[config.mk]
export PLATFORM = sky130hd
export DESIGN_NAME = csv_field_splitter_top
export DESIGN_NICKNAME = d
export VERILOG_FILES = /design/src/cfs_pkg.sv /design/src/csv_field_splitter_top.sv /design/src/cfs_apb_regs.sv /design/src/cfs_parser.sv /design/src/cfs_out_reg.sv
export SDC_FILE = /design/constraint.sdc
export NUM_CORES = 1
export LEC_CHECK = 0
export BUFFER_PORTS_ARGS = -buffer_cell sky130_fd_sc_hd__buf_2
export CAP_MARGIN = 5
export CORE_MARGIN = 4
export CORE_UTILIZATION = 40
export CTS_CLUSTER_SIZE = 28
export DETAILED_ROUTE_END_ITERATION = 7
export PLACE_DENSITY = 0.63
export SLEW_MARGIN = 10
export SYNTH_ARGS = -nofsm -noshare
export SYNTH_HDL_FRONTEND = slang
export SYNTH_SLANG_ARGS = --single-unit
[constraint.sdc]
create_clock -name clk -period 3.1 [get_ports clk]
set_input_delay 0.465 -clock clk [delete_from_list [all_inputs] [get_ports clk]]
set_output_delay 0.465 -clock clk [all_outputs]
set_load 0.02 [all_outputs]
[src/cfs_pkg.sv]
package cfs_pkg;

	localparam logic [7:0] QUOTE_CHAR  = 8'h22;
	localparam logic [7:0] SPACE_CHAR  = 8'h20;
	localparam logic [7:0] TAB_CHAR    = 8'h09;
	localparam logic [7:0] DELIM_RESET = 8'h2c;

	localparam int         ADDR_W       = 3;
	localparam logic [0:0] REG_DELIMITER = 1'b0;

	localparam logic KIND_CONTENT   = 1'b0;
	localparam logic KIND_FIELD_END = 1'b1;

	typedef struct packed {
		logic [7:0] char_in;
		logic       line_end;
	} in_word_t;

	typedef struct packed {
		logic       item_kind;
		logic [7:0] content_byte;
		logic [3:0] column_index;
		logic [5:0] field_length;
		logic       row_last;
		logic       was_truncated;
	} out_word_t;

endpackage

[src/csv_field_splitter_top.sv]
// Splits CSV lines into fields: one character word in, at most one result word out, one
// word a cycle sustained while result_ready is high. A word sits in the input register
// while the parse state updates, then its result in the result register. Words with no
// result (skipped blanks, quotes, dropped bytes, discarded text) still pass the input
// register. Delimiter reg: byte address 0, resets to comma; write it only while idle.
module csv_field_splitter_top
	import cfs_pkg::*;
#(
	parameter int MAX_COLUMNS   = 16,
	parameter int MAX_VALUE_LEN = 64
) (
	input  logic                     clk,
	input  logic                     arst_n,
	input  logic                     item_valid,
	output logic                     item_ready,
	input  in_word_t                 item,
	output logic                     result_valid,
	input  logic                     result_ready,
	output out_word_t                result,
	input  logic                     psel,
	input  logic                     penable,
	input  logic                     pwrite,
	input  logic [cfs_pkg::ADDR_W-1:0] paddr,
	input  logic [31:0]              pwdata,
	output logic [31:0]              prdata,
	output logic                     pready
);

	logic [7:0] delimiter;
	logic       res_valid;
	logic       res_ready;
	out_word_t  res;

	cfs_apb_regs u_regs (
		.clk       (clk),
		.arst_n    (arst_n),
		.psel      (psel),
		.penable   (penable),
		.pwrite    (pwrite),
		.paddr     (paddr),
		.pwdata    (pwdata),
		.prdata    (prdata),
		.pready    (pready),
		.delimiter (delimiter)
	);

	cfs_parser #(
		.MAX_COLUMNS   (MAX_COLUMNS),
		.MAX_VALUE_LEN (MAX_VALUE_LEN)
	) u_parser (
		.clk        (clk),
		.arst_n     (arst_n),
		.item_valid (item_valid),
		.item_ready (item_ready),
		.item       (item),
		.delimiter  (delimiter),
		.res_ready  (res_ready),
		.res_valid  (res_valid),
		.res        (res)
	);

	cfs_out_reg u_out (
		.clk          (clk),
		.arst_n       (arst_n),
		.res_valid    (res_valid),
		.res_ready    (res_ready),
		.res          (res),
		.result_valid (result_valid),
		.result_ready (result_ready),
		.result       (result)
	);

endmodule

[src/cfs_apb_regs.sv]
module cfs_apb_regs
	import cfs_pkg::*;
(
	input  logic                     clk,
	input  logic                     arst_n,
	input  logic                     psel,
	input  logic                     penable,
	input  logic                     pwrite,
	input  logic [cfs_pkg::ADDR_W-1:0] paddr,
	input  logic [31:0]              pwdata,
	output logic [31:0]              prdata,
	output logic                     pready,
	output logic [7:0]               delimiter
);

	logic [7:0] delim_q;
	logic [0:0] reg_idx;

	assign reg_idx   = paddr[ADDR_W-1 -: 1];
	assign pready    = 1'b1;
	assign delimiter = delim_q;

	always_ff @(posedge clk or negedge arst_n) begin
		if (!arst_n) begin
			delim_q <= DELIM_RESET;
		end else if (psel && penable && pwrite && pready && reg_idx == REG_DELIMITER) begin
			delim_q <= pwdata[7:0];
		end
	end

	always_comb begin
		unique case (reg_idx)
			REG_DELIMITER: prdata = {24'd0, delim_q};
			default:       prdata = 32'd0;
		endcase
	end

endmodule

[src/cfs_parser.sv]
module cfs_parser
	import cfs_pkg::*;
#(
	parameter int MAX_COLUMNS   = 16,
	parameter int MAX_VALUE_LEN = 64
) (
	input  logic      clk,
	input  logic      arst_n,
	input  logic      item_valid,
	output logic      item_ready,
	input  in_word_t  item,
	input  logic [7:0] delimiter,
	input  logic      res_ready,
	output logic      res_valid,
	output out_word_t res
);

	localparam int CW = (MAX_COLUMNS > 1) ? $clog2(MAX_COLUMNS) : 1;
	localparam int LW = $clog2(MAX_VALUE_LEN);
	localparam logic [CW-1:0] COL_LAST = CW'(MAX_COLUMNS - 1);
	localparam logic [LW-1:0] LEN_MAX  = LW'(MAX_VALUE_LEN - 1);

	typedef enum logic [2:0] {
		MODE_START,
		MODE_PLAIN,
		MODE_QUOTED,
		MODE_PENDING,
		MODE_DISCARD
	} mode_t;

	logic     valid_s1;
	in_word_t item_s1;
	logic     advance;

	mode_t         mode_q, mode_d;
	logic [CW-1:0] col_q, col_d;
	logic [LW-1:0] len_q, len_d;
	logic          ovf_q, ovf_d;

	logic        emit;
	logic        do_plain, do_keep;
	logic [7:0]  c;
	logic        eol;
	logic [31:0] col_ext, len_ext;

	assign advance    = valid_s1 && res_ready;
	assign item_ready = !valid_s1 || res_ready;
	assign c          = item_s1.char_in;
	assign eol        = item_s1.line_end;
	assign col_ext    = 32'(col_q);
	assign res_valid  = advance && emit;

	always_ff @(posedge clk or negedge arst_n) begin
		if (!arst_n) begin
			valid_s1 <= 1'b0;
		end else if (item_ready) begin
			valid_s1 <= item_valid;
		end
	end

	always_ff @(posedge clk) begin
		if (item_ready && item_valid) begin
			item_s1 <= item;
		end
	end

	always_ff @(posedge clk or negedge arst_n) begin
		if (!arst_n) begin
			mode_q <= MODE_START;
			col_q  <= '0;
			len_q  <= '0;
			ovf_q  <= 1'b0;
		end else if (advance) begin
			mode_q <= mode_d;
			col_q  <= col_d;
			len_q  <= len_d;
			ovf_q  <= ovf_d;
		end
	end

	always_comb begin
		mode_d   = mode_q;
		col_d    = col_q;
		len_d    = len_q;
		ovf_d    = ovf_q;
		emit     = 1'b0;
		do_plain = 1'b0;
		do_keep  = 1'b0;
		len_ext  = 32'(len_q);
		res      = '0;
		res.column_index = col_ext[3:0];

		if (mode_q == MODE_DISCARD) begin
			if (eol) begin
				mode_d = MODE_START;
				col_d  = '0;
				len_d  = '0;
				ovf_d  = 1'b0;
			end
		end else if (eol) begin
			emit              = 1'b1;
			res.item_kind     = KIND_FIELD_END;
			res.field_length  = len_ext[5:0];
			res.row_last      = 1'b1;
			res.was_truncated = ovf_q;
			mode_d = MODE_START;
			col_d  = '0;
			len_d  = '0;
			ovf_d  = 1'b0;
		end else begin
			case (mode_q)
				MODE_START: begin
					if (c == QUOTE_CHAR) begin
						mode_d = MODE_QUOTED;
					end else if (c != SPACE_CHAR && c != TAB_CHAR) begin
						do_plain = 1'b1;
					end
				end
				MODE_QUOTED: begin
					if (c == QUOTE_CHAR) begin
						mode_d = MODE_PENDING;
					end else begin
						do_keep = 1'b1;
					end
				end
				MODE_PENDING: begin
					// doubled quote is one literal quote, anything else closes quoting
					if (c == QUOTE_CHAR) begin
						mode_d  = MODE_QUOTED;
						do_keep = 1'b1;
					end else begin
						do_plain = 1'b1;
					end
				end
				default: do_plain = 1'b1;
			endcase

			if (do_plain) begin
				mode_d = MODE_PLAIN;
				if (c == delimiter) begin
					emit              = 1'b1;
					res.item_kind     = KIND_FIELD_END;
					res.field_length  = len_ext[5:0];
					res.row_last      = (col_q == COL_LAST);
					res.was_truncated = ovf_q;
					len_d = '0;
					ovf_d = 1'b0;
					if (col_q == COL_LAST) begin
						mode_d = MODE_DISCARD;
					end else begin
						col_d  = col_q + 1'b1;
						mode_d = MODE_START;
					end
				end else begin
					do_keep = 1'b1;
				end
			end

			if (do_keep) begin
				if (len_q != LEN_MAX) begin
					len_d            = len_q + 1'b1;
					emit             = 1'b1;
					res.item_kind    = KIND_CONTENT;
					res.content_byte = c;
				end else begin
					ovf_d = 1'b1;
				end
			end
		end
	end

`ifndef ASSERT_OFF
	a_discard_silent: assert property (@(posedge clk) disable iff (!arst_n)
		advance && mode_q == MODE_DISCARD |-> !res_valid)
		else $error("result produced while discarding rest of line");

	a_ovf_at_cap: assert property (@(posedge clk) disable iff (!arst_n)
		ovf_q |-> len_q == LEN_MAX)
		else $error("truncation flag set below field capacity");

	a_end_clears: assert property (@(posedge clk) disable iff (!arst_n)
		res_valid && res.item_kind == KIND_FIELD_END |=> len_q == '0 && !ovf_q)
		else $error("field counters not cleared after field end");

	a_hold_idle: assert property (@(posedge clk) disable iff (!arst_n)
		!advance |=> $stable(len_q) && $stable(col_q) && $stable(mode_q))
		else $error("parser state moved without an item");
`endif

endmodule

[src/cfs_out_reg.sv]
module cfs_out_reg
	import cfs_pkg::*;
(
	input  logic      clk,
	input  logic      arst_n,
	input  logic      res_valid,
	output logic      res_ready,
	input  out_word_t res,
	output logic      result_valid,
	input  logic      result_ready,
	output out_word_t result
);

	logic      valid_s2;
	out_word_t word_s2;

	assign res_ready    = !valid_s2 || result_ready;
	assign result_valid = valid_s2;
	assign result       = word_s2;

	always_ff @(posedge clk or negedge arst_n) begin
		if (!arst_n) begin
			valid_s2 <= 1'b0;
		end else if (res_ready) begin
			valid_s2 <= res_valid;
		end
	end

	always_ff @(posedge clk) begin
		if (res_ready && res_valid) begin
			word_s2 <= res;
		end
	end

endmodule

==> results of run 1 <==
## worst paths after layout
path / end / slack, ps / start / depth (start not counted)
setup reg to reg: u_out.result[13]$_SDFFCE_PP0P_ / 600 / u_parser.c[4]$_DFFE_PP_ / 6
hold reg to reg: u_parser.ovf_q$_DFFE_PN0P_ / 510 / u_parser.ovf_q$_DFFE_PN0P_ / 2
hold / removal: u_regs.delimiter[1]$_DFFE_PN0P_ / 140 / arst_n / 1
max in group asynchronous: u_parser.mode_q[2]$_DFFE_PN0P_ / 2590 / arst_n / 1
setup / recovery: u_out.result[13]$_SDFFCE_PP0P_ / 600 / u_parser.c[4]$_DFFE_PP_ / 6
min in group clk: u_parser.c[7]$_DFFE_PP_ / 330 / item[8] / 1
## worst max-delay path, delay by kind of cell, from the launching register on
family | cells | cell delay, ps
simple gates | 2 | 830
compound gates | 3 | 650
flops | 1 | 490
buf+inv | 1 | 250
## report_power, final
| group | internal, mW | switching, mW |
|---|---|---|
| clock | 0.160 | 0.224 |
| combinational | 0.160 | 0.234 |
| sequential | 0.879 | 0.0869 |
## metal layers
metal  routed length (um)  global-route usage [%]  vias to the layer above
met5                    0                       0                        -
met4                   34                    2.48                        0
met3                  270                    2.52                        4
met2                 2550                    21.1                       51
met1                 2470                    17.0                      897
li1                     -                       -                      943
## metrics by stage
| step | instance area (sq um) | util, % | power, mW | hold WS, ps |
|---|---|---|---|---|
| finish | 3250 | 47.3 | 1.74 | 140 |
| global route | 3250 | 47.3 | 1.84 | 185 |
| CTS | 3250 | 47.3 | 1.76 | 175 |
| detailed placement | 3170 | 46.1 | 1.38 | 494 |
| global placement | 3170 | 46.1 | 1.37 | 481 |
| floorplan | 2950 | - | 1.27 | 169 |
## layout make-up
| cell class | count | area share, % |
|---|---|---|
| multi-input combinational | 176 | 38.0 |
| clock buffer | 6 | 2.23 |
| inverter | 4 | 0.462 |
| timing repair buffer | 57 | 8.93 |
| clock inverter | 2 | 0.423 |
| sequential | 54 | 46.3 |
| tap | 96 | 3.69 |
## cells by family (layout without fill, tap and decap cells)
kind of cell,count (synthesis),count (layout),share of synthesized area (%)
AND/OR/NAND/NOR,90,90,21.6
multiplexers,9,9,3.54
AO/OA/AOI/OAI,42,42,11.4
XOR/XNOR,8,8,2.45
flip-flops,54,54,52.6
buffers and inverters,30,69,7.26
other,2,25,0.262
adder cells (fa/ha/maj),2,2,0.874
## flip-flops by register name (all words and copies together) (netlist names)
name	flops
u_parser.eol	1
u_parser.mode_q	3
u_regs.delimiter	8
u_parser.col_q	4
u_out.result_valid	1
u_parser.ovf_q	1
u_parser.c	8
u_parser.valid_s1	1
u_parser.len_q	6
u_out.result	21
## cells in the final DEF, fill, tap and decap left out, drive strengths merged, types with 7 or more instances in the layout
master	Yosys	routed
edfxtp	30	30
dfrtp	21	21
conb	2	25
o21ai	7	7
xnor2	8	8
mux2	9	9
nor2b	10	10
and2	16	16
nor2	13	13
buf	26	57
nand3	7	7
nand2	7	7
a21oi	10	10
==> out/qor.csv, run 1 <==
stage,metric,value,unit
clocking,cts_tree,done,
setup_path,cp_slowest_cell,or4_4,
setup_path,crit_chain,"or4_4, nor3_2, o21ai_1, a2bb2oi_1, o21a_1, buf_4",
timing,drv_slew,0,
global_routing,grt_max_degree,25,
setup_path,critical_path.max_fanout,8,
clocking,clockRootBuffer,clkbuf_8,
clocking,cts.sinks,54,
global_routing,track_usage,12.6,%
global_routing,first_global_vias,1868,
routing,drt_pass1_iterations,4,
timing,fmax,399,MHz
floorplan,fp-row-count,30,
placed_design,dp.cells,387,
cells_and_area,ff_latch_area,0.00151,sq mm
clocking,ctsResizeCount,0,
timing,period_share,80.8,%
timing,fin_crit,2500,ps
timing,worst_slack,596,ps
synthesis,postSynthCellCount,237,
timing,setup_violations,0,
setup_path,cp.required,3110,ps
clocking,post_cts_buffers,0,
routing,drcViolationCount,0,
outcome,outcome,completed,
synthesis,synth-edff-count,30,
synthesis,postSynthRegisterBits,54,
clocking,clock_latency,300,ps
clocking,hold_buffers,0,
synthesis,ys.flop_type,edfxtp_1,
routing,wl,5.32,mm
clocking,cts-buffers-inserted,5,
power,p_leak,1.38,nW
clocking,clockBufferDepth,2,
global_routing,grt_pass1_wl,8.89,mm
setup_path,cp.arrival,2520,ps
power,pwr_density_cell,536,mW/mm^2
routing,dr_total_vias,1895,
run,maxCapViolations,0,
hold_path,hp-class,in2async,
floorplan,initial_core_util,41.7,%
timing,slew_headroom,58.1,%
floorplan,die_area,0.00857,sq mm
synthesis,synth_largest_area_cell,edfxtp_1,
clocking,htree_num_levels,2,
setup_path,cp-end-kind,register,
routing,detail-route-antenna-nets,0,
placed_design,dpl_worst_slack,597,ps
global_routing,gr-total-overflow,0,
synthesis,yosysMostFrequentCell,edfxtp_1,
cells_and_area,multiInputGateArea,0.00123,sq mm
floorplan,core,0.00687,sq mm
setup_path,start_kind,register,
floorplan,die_w,92.6,um
cells_and_area,fillers,636,
timing,finalClockSkew,6.45,ps
setup_path,critical-path-max-stage-delay,590,ps
timing,setup_tns,0,ps
synthesis,ys_seq_area_share,52.6,%
cells_and_area,syn_to_final_growth,13.6,%
cells_and_area,nets,351,
synthesis,synth_top_area_share,31.5,%
placed_design,gp_congestion,0.790,
routing,avgRoutedWirePerCell,13.5,um
synthesis,yosysWarnings,0,
floorplan,die_y,92.6,um
setup_path,critical_path_class,reg2reg,
routing,vias_per_cell,4.80,
synthesis,syn_area_per_cell,12.1,sq um
synthesis,synth-async-reset-ratio,44.4,%
cells_and_area,fin_cells,395,
floorplan,io_pins,107,
cells_and_area,drive_gt1_share,32.1,%
power,ir_drop,0.260,mV
cells_and_area,antenna_cells,0,
placed_design,io_buffers,55,
timing,rsz0062_at_grt,false,
synthesis,syn_area,0.00286,sq mm
synthesis,ys_types,60,
synthesis,synthTopCellsByCount,"30 x edfxtp_1, 25 x buf_4, 21 x dfrtp_1",
routing,drt-initial-drc-count,85,
timing,worst_slew_pin_slew,624,ps
timing,hold_viol,0,
placed_design,hpwl,4.09,mm
clocking,clk_pin_slew,100,ps
global_routing,antenna_found_initial,0,
synthesis,ys_top_cells_by_area,"edfxtp_1 31%, dfrtp_1 18%, buf_4 6.6%",
Note: power is estimated with default switching activity, not from simulation.
==> run 2, diff against run 1 <==
Settings changed: PLACE_DENSITY 0.63 to 0.66.
Clock period 3.1 ns to 2.2 ns, I/O delays scaled along.
==> out/qor.csv, run 2 (synthesis gave the netlist of run 1 again) <==
stage,metric,value,unit,change
outcome,outcome,"complete, but fails checks",,
outcome,violations,hold timing,,
placed_design,io_buffers,55,,unchanged
cells_and_area,syn_to_final_growth,25.3,%,
floorplan,die_w,92.6,um,unchanged
routing,detail-route-antenna-nets,0,,unchanged
cells_and_area,drive_gt1_share,41.0,%,+8.9 points
clocking,htree_num_levels,2,,unchanged
clocking,clockBufferDepth,2,,unchanged
cells_and_area,antenna_cells,0,,unchanged
cells_and_area,final_common_cell,buf_2,,
power,power.total,2.53,mW,+45%
placed_design,gp_congestion,0.833,,+5.4%
timing,drv_slew,0,,unchanged
routing,vias_per_cell,4.75,,-0.97%
timing,hold_viol,4,,+4
routing,avgRoutedWirePerCell,13.3,um,-1.1%
setup_path,critical-path-max-stage-delay,510,ps,-80 ps
global_routing,antenna_found_initial,0,,unchanged
global_routing,grt_max_degree,25,,unchanged
floorplan,fp-row-count,30,,unchanged
timing,fin_hold_ws,-6.20,ps,-146 ps
setup_path,critical_path_class,reg2reg,,
global_routing,grt_use_met2,23.3,%,+2.2 points
global_routing,grt_pass1_wl,9.46,mm,+6.4%
global_routing,grt_busiest_layer,met2,,
floorplan,die_y,92.6,um,unchanged
routing,drcViolationCount,0,,unchanged
timing,worst_slew_pin_slew,543,ps,-81.5 ps
clocking,clock_latency,310,ps,about the same
placed_design,placed_area,0.00338,sq mm,+6.8%
routing,dr_total_vias,2043,,+7.8%
timing,slew_headroom,63.8,%,+5.7 points
clocking,clockRootBuffer,clkbuf_8,,
placed_design,hpwl,4.34,mm,+6.2%
clocking,cts-buffers-inserted,5,,unchanged
global_routing,gr-total-overflow,0,,unchanged
setup_path,cp-end-kind,register,,
clocking,clk_pin_slew,100,ps,about the same
power,p_leak,1.57,nW,+14%
cells_and_area,nets,386,,+10%
timing,fin_crit,2170,ps,-337 ps
timing,rsz0062_at_grt,true,,
timing,period_share,98.5,%,+18 points
routing,drt-initial-drc-count,118,,+39%
routing,drt_pass1_iterations,4,,unchanged
clocking,cts.sinks,54,,unchanged
global_routing,met1_usage,17.4,%,+0.42 points
floorplan,io_pins,107,,unchanged
cells_and_area,final_cell_mix,"55 x buf_2, 33 x buf_4, 30 x edfxtp_1, 25 x conb_1, 21 x dfrtp_1",,
global_routing,first_global_vias,2007,,+7.4%
global_routing,gr-usage-met3,2.92,%,+0.41 points
cells_and_area,multiInputGateArea,0.00129,sq mm,+4.8%
cells_and_area,design_area,0.00358,sq mm,+10%
power,pwr_density_cell,706,mW/mm^2,+32%
floorplan,die_area,0.00857,sq mm,unchanged
floorplan,core,0.00687,sq mm,unchanged
setup_path,worst-path-buf-inv,2,,+1
setup_path,critical_path.max_fanout,6,,-2
cells_and_area,largest_reg_flops,21,,unchanged
floorplan,initial_core_util,41.7,%,unchanged
global_routing,track_usage,13.7,%,+1.1 points
setup_path,cp.required,2440,ps,-670 ps
cells_and_area,ff_latch_area,0.00151,sq mm,unchanged
setup_path,cp.arrival,2400,ps,-120 ps
setup_path,crit_family,simple AND/OR/NAND/NOR gates,,
clocking,cts_tree,done,,
setup_path,start_kind,register,,
timing,fmax,462,MHz,+16%
routing,wl,5.73,mm,+7.7%
placed_design,dp.cells,414,,+7.0%
cells_and_area,fin_cells,430,,+8.9%
setup_path,cp_slowest_cell,edfxtp_1,,
timing,setup_violations,0,,unchanged
hold_path,hp-class,in2async,,
cells_and_area,fillers,610,,-4.1%
run,maxCapViolations,0,,unchanged
setup_path,crit_chain,"xnor2_1, nand4_1, nor2_8, buf_12, a21oi_4, buf_4, or4_1, a21oi_1",,
timing,finalClockSkew,6.51,ps,+0.0613 ps
power,ir_drop,0.348,mV,+34%
-- run 2: final cells by class --
cell class	count	area share (%)
Clock inverter	3	0.454
Clock buffer	5	1.92
Sequential cell	54	42.0
Inverter	4	0.419
Tap cell	96	3.35
Timing Repair Buffer	91	15.8
Multi-Input combinational cell	177	36.1
-- run 2: timing repair --
item / CTS / global route
setup endpoints to repair: 22 / 48
setup buffers: 0 / 7
hold buffers: 0 / 0
resized for setup: 3 / 9
gates cloned: 1 / 0
pin swaps: 1 / 10
-- run 2: worst paths after layout --
check                                              start                         endpoint  slack, ps  cells past startpoint
min reg2reg                u_parser.col_q[3]$_DFFE_PN0P_       u_out.result[11]$_DFFE_PP_        510                      0
max reg2reg                      u_parser.c[0]$_DFFE_PP_    u_parser.col_q[2]$_DFFE_PN0P_         30                      8
min                                               arst_n  u_regs.delimiter[1]$_DFFE_PN0P_         -6                      1
min in group clk                                 item[2]          u_parser.c[1]$_DFFE_PP_        190                      1
max                              u_parser.c[0]$_DFFE_PP_    u_parser.col_q[2]$_DFFE_PN0P_         30                      8
max in group asynchronous                         arst_n  u_regs.delimiter[3]$_DFFE_PN1P_       1830                      1
-- run 2: per-stage QoR --
stage          setup TNS, ps  setup WS (ps)  hold slack [ps]  utilization, %
5_1_grt                 -681          -65.6             52.4            52.2
4_1_cts                    0           15.2             25.7            50.9
2_1_floorplan              0           43.9             34.4               -
6_report                   0           33.5            -6.20            52.2
3_3_place_gp           -1490          -71.8              355            49.2
3_5_place_dp           -3690           -174              364            49.2
-- run 2: layer usage --
metal / up-vias / share of wire, % / wire length [um]
met1: 959 / 43 / 2470
met3: 6 / 5.5 / 313
met4: 0 / 1.4 / 82
met2: 64 / 50 / 2860
li1: 1014 / - / -
met5: - / 0 / 0
-- run 2: report_power, final --
group          total [mW]  switching [mW]  internal [mW]
clock               0.539           0.320          0.219
combinational       0.654           0.369          0.285
sequential           1.34           0.100           1.24
==> run 3, diff against run 2 <==
Settings changed: ABC_AREA set to 1, PLACE_DENSITY 0.66 to 0.63.
Clock period 2.2 ns to 2.7 ns, I/O delays scaled along.
==> out/qor.csv, run 3 <==
stage,metric,value,unit,change
timing,period_share,80.9,%,-18 points
global_routing,track_usage,13.5,%,-0.25 points
global_routing,first_global_vias,2094,,+4.3%
clocking,clockBufferDepth,2,,unchanged
timing,rsz0062_at_grt,false,,
clocking,clock_latency,310,ps,about the same
clocking,clk_pin_slew,100,ps,about the same
synthesis,syn_area_per_cell,8.68,sq um,-28%
floorplan,die_area,0.00877,sq mm,+2.3%
timing,fin_crit,2180,ps,+17.3 ps
run,maxCapViolations,0,,unchanged
timing,hold_viol,0,,-4
cells_and_area,final_common_cell,nand2_1,,
synthesis,ys_seq_area_share,51.3,%,-1.3 points
synthesis,postSynthCellCount,338,,+43%
synthesis,yosysWarnings,0,,unchanged
clocking,cts.sinks,54,,unchanged
setup_path,cp.arrival,2170,ps,-230 ps
timing,finalClockSkew,7.84,ps,+1.33 ps
timing,drv_slew,0,,unchanged
routing,vias_per_cell,4.41,,-7.1%
synthesis,synth_largest_area_cell,edfxtp_1,,
routing,detail-route-antenna-nets,0,,unchanged
routing,avgRoutedWirePerCell,11.1,um,-17%
synthesis,ys_top_cells_by_area,"edfxtp_1 31%, dfrtp_1 18%, nand2_1 10%",,
power,ir_drop,0.318,mV,-8.4%
synthesis,synth-edff-count,30,,unchanged
timing,slew_headroom,60.9,%,-3.0 points
routing,dr_total_vias,2180,,+6.7%
timing,setup_tns,0,ps,unchanged
timing,fin_hold_ws,82.3,ps,+88.5 ps
timing,worst_slack,516,ps,+483 ps
power,switching_share,41.6,%,+10 points
synthesis,yosysMostFrequentCell,nand2_1,,
floorplan,io_pins,107,,unchanged
hold_path,hp-class,in2async,,
routing,drt_pass1_iterations,4,,unchanged
placed_design,hpwl,4.21,mm,-3.0%
global_routing,grt_max_degree,25,,unchanged
clocking,post_cts_buffers,0,,unchanged
synthesis,synth_top_area_share,30.7,%,-0.77 points
power,combPwrFrac,41.0,%,+15 points
routing,drt-initial-drc-count,114,,-3.4%
placed_design,io_buffers,55,,unchanged
global_routing,grt_pass1_wl,9.49,mm,+0.30%
timing,worst_slew_pin_slew,585,ps,+42.7 ps
clocking,hold_buffers,0,,unchanged
placed_design,gp_congestion,0.879,,+5.5%
power,pwr_density_cell,896,mW/mm^2,+27%
setup_path,critical_path_class,reg2reg,,
clocking,cts_tree,done,,
clocking,htree_num_levels,2,,unchanged
power,p_int,1.73,mW,-0.52%
floorplan,fp-row-count,30,,unchanged
setup_path,critical_path.max_fanout,21,,+15
clocking,cts-buffers-inserted,5,,unchanged
cells_and_area,fillers,665,,+9.0%
placed_design,dpl_worst_slack,520,ps,+694 ps
floorplan,die_y,93.6,um,+1.1%
routing,wl,5.47,mm,-4.5%
cells_and_area,final_cell_mix,"79 x nand2_1, 55 x buf_2, 42 x nor2_1, 35 x inv_1, 30 x edfxtp_1",,
synthesis,ys.flop_type,edfxtp_1,,
routing,drcViolationCount,0,,unchanged
synthesis,postSynthRegisterBits,54,,unchanged
floorplan,die_w,93.6,um,+1.1%
power,seqPwrFrac,44.2,%,-8.7 points
clocking,clockRootBuffer,clkbuf_8,,
floorplan,initial_core_util,42.2,%,+0.58 points
timing,setup_violations,0,,unchanged
timing,fmax,458,MHz,-0.79%
cells_and_area,multiInputGateArea,0.00116,sq mm,-10%
synthesis,ys_types,28,,-53%
cells_and_area,ff_latch_area,0.00151,sq mm,unchanged
synthesis,syn_area,0.00293,sq mm,+2.5%
power,p_switching,1.24,mW,+56%
setup_path,cp.required,2690,ps,+250 ps
cells_and_area,syn_to_final_growth,13.0,%,
clocking,ctsResizeCount,0,,-3
global_routing,antenna_found_initial,0,,unchanged
cells_and_area,nets,450,,+17%
cells_and_area,largest_reg_flops,21,,unchanged
cells_and_area,drive_gt1_share,25.1,%,-16 points
synthesis,synth-async-reset-ratio,44.4,%,unchanged
floorplan,core,0.00694,sq mm,+1.1%
setup_path,start_kind,register,,
cells_and_area,antenna_cells,0,,unchanged
power,p_clk_share,14.8,%,-6.5 points
synthesis,synthTopCellsByCount,"79 x nand2_1, 42 x nor2_1, 35 x inv_1",,
power,p_leak,1.66,nW,+5.2%
setup_path,cp-end-kind,register,,
outcome,outcome,completed,,
global_routing,gr-total-overflow,0,,unchanged
[run 3: cell count changes after synthesis, moves of 5 or more]
cell	delta
nor2_2	+13
inv_2	+6
a31oi_1	-6
nor2_1	+31
and2_1	-16
nand2_1	+72
xor2_1	+5
nand3_1	+20
nor2b_1	-10
mux2_2	-9
xnor2_1	-5
nand2_4	+5
inv_1	+31
[run 3: cell families after synthesis]
| group | count (synthesis) | share of synthesized area (%) |
|---|---|---|
| and+or+nand+nor | 186 | 29.7 |
| buffers and inverters | 69 | 12.1 |
| DFF | 54 | 51.3 |
| AOI/OAI and AO/OA | 17 | 3.37 |
| xor gates and xnor gates | 8 | 2.39 |
| adders and majority gates | 2 | 0.853 |
| other | 2 | 0.256 |
[run 3: per-layer routing]
layer | share of wire (%) | track usage [%] | vias to the layer above
met2 | 44 | 21.6 | 64
li1 | - | - | 1135
met5 | 0 | 0 | -
met4 | 1.6 | 5.54 | 0
met3 | 5.9 | 2.90 | 7
met1 | 48 | 17.8 | 974
[run 3: cell type report]
cell class	count	area share, %
clock inverters	2	0.415
repair buffers	56	8.53
clock buffers	6	2.19
multi-input cells	238	35.0
flip-flops and latches	54	45.4
inverters	42	4.83
well taps	96	3.63
[run 3: worst max-delay path, cell delays in order, from the launching register on]
cell and delay [ps]:
dfrtp_1 450, nor2_2 160, nand2_1 70, nand2_1 90
inv_2 50, nor2_2 100, nand2_2 80, nand2_4 90
nand2_4 110, nand2_4 110, inv_4 70, a21oi_4 180
buf_4 300
[run 3: path summary, 6_finish.rpt]
check	slack [ps]	end	cells past startpoint	start
hold reg to reg	490	u_out.result[11]$_DFFE_PP_	0	u_parser.col_q[3]$_DFFE_PN0P_
hold / removal	80	u_parser.col_q[0]$_DFFE_PN0P_	1	arst_n
setup / recovery	520	u_out.result[3]$_SDFFCE_PP0P_	12	u_parser.mode_q[0]$_DFFE_PN0P_
setup reg to reg	520	u_out.result[3]$_SDFFCE_PP0P_	12	u_parser.mode_q[0]$_DFFE_PN0P_
min in group clk	270	u_parser.c[0]$_DFFE_PP_	1	item[1]
max in group asynchronous	2220	u_parser.len_q[2]$_DFFE_PN0P_	1	arst_n
[run 3: per-stage QoR]
step | utilization, % | std cells | area [sq um] | total power, mW
2_1_floorplan | - | 361 | 3020 | 2.26
3_3_place_gp | 46.5 | 486 | 3230 | 2.53
3_5_place_dp | 46.5 | 486 | 3230 | 2.55
6_report | 47.7 | 494 | 3310 | 2.97
4_1_cts | 47.7 | 494 | 3310 | 3.00
5_1_grt | 47.7 | 494 | 3310 | 3.22
[run 3: power by group through the flow]
stage / registers, mW / clock network (mW) / logic (mW)
after floorplan: 1.44 / 0 / 0.815
after global routing: 1.34 / 0.502 / 1.37
after detailed placement: 1.33 / 0 / 1.23
after global placement: 1.32 / 0 / 1.21
after CTS: 1.31 / 0.457 / 1.23
final: 1.31 / 0.440 / 1.22
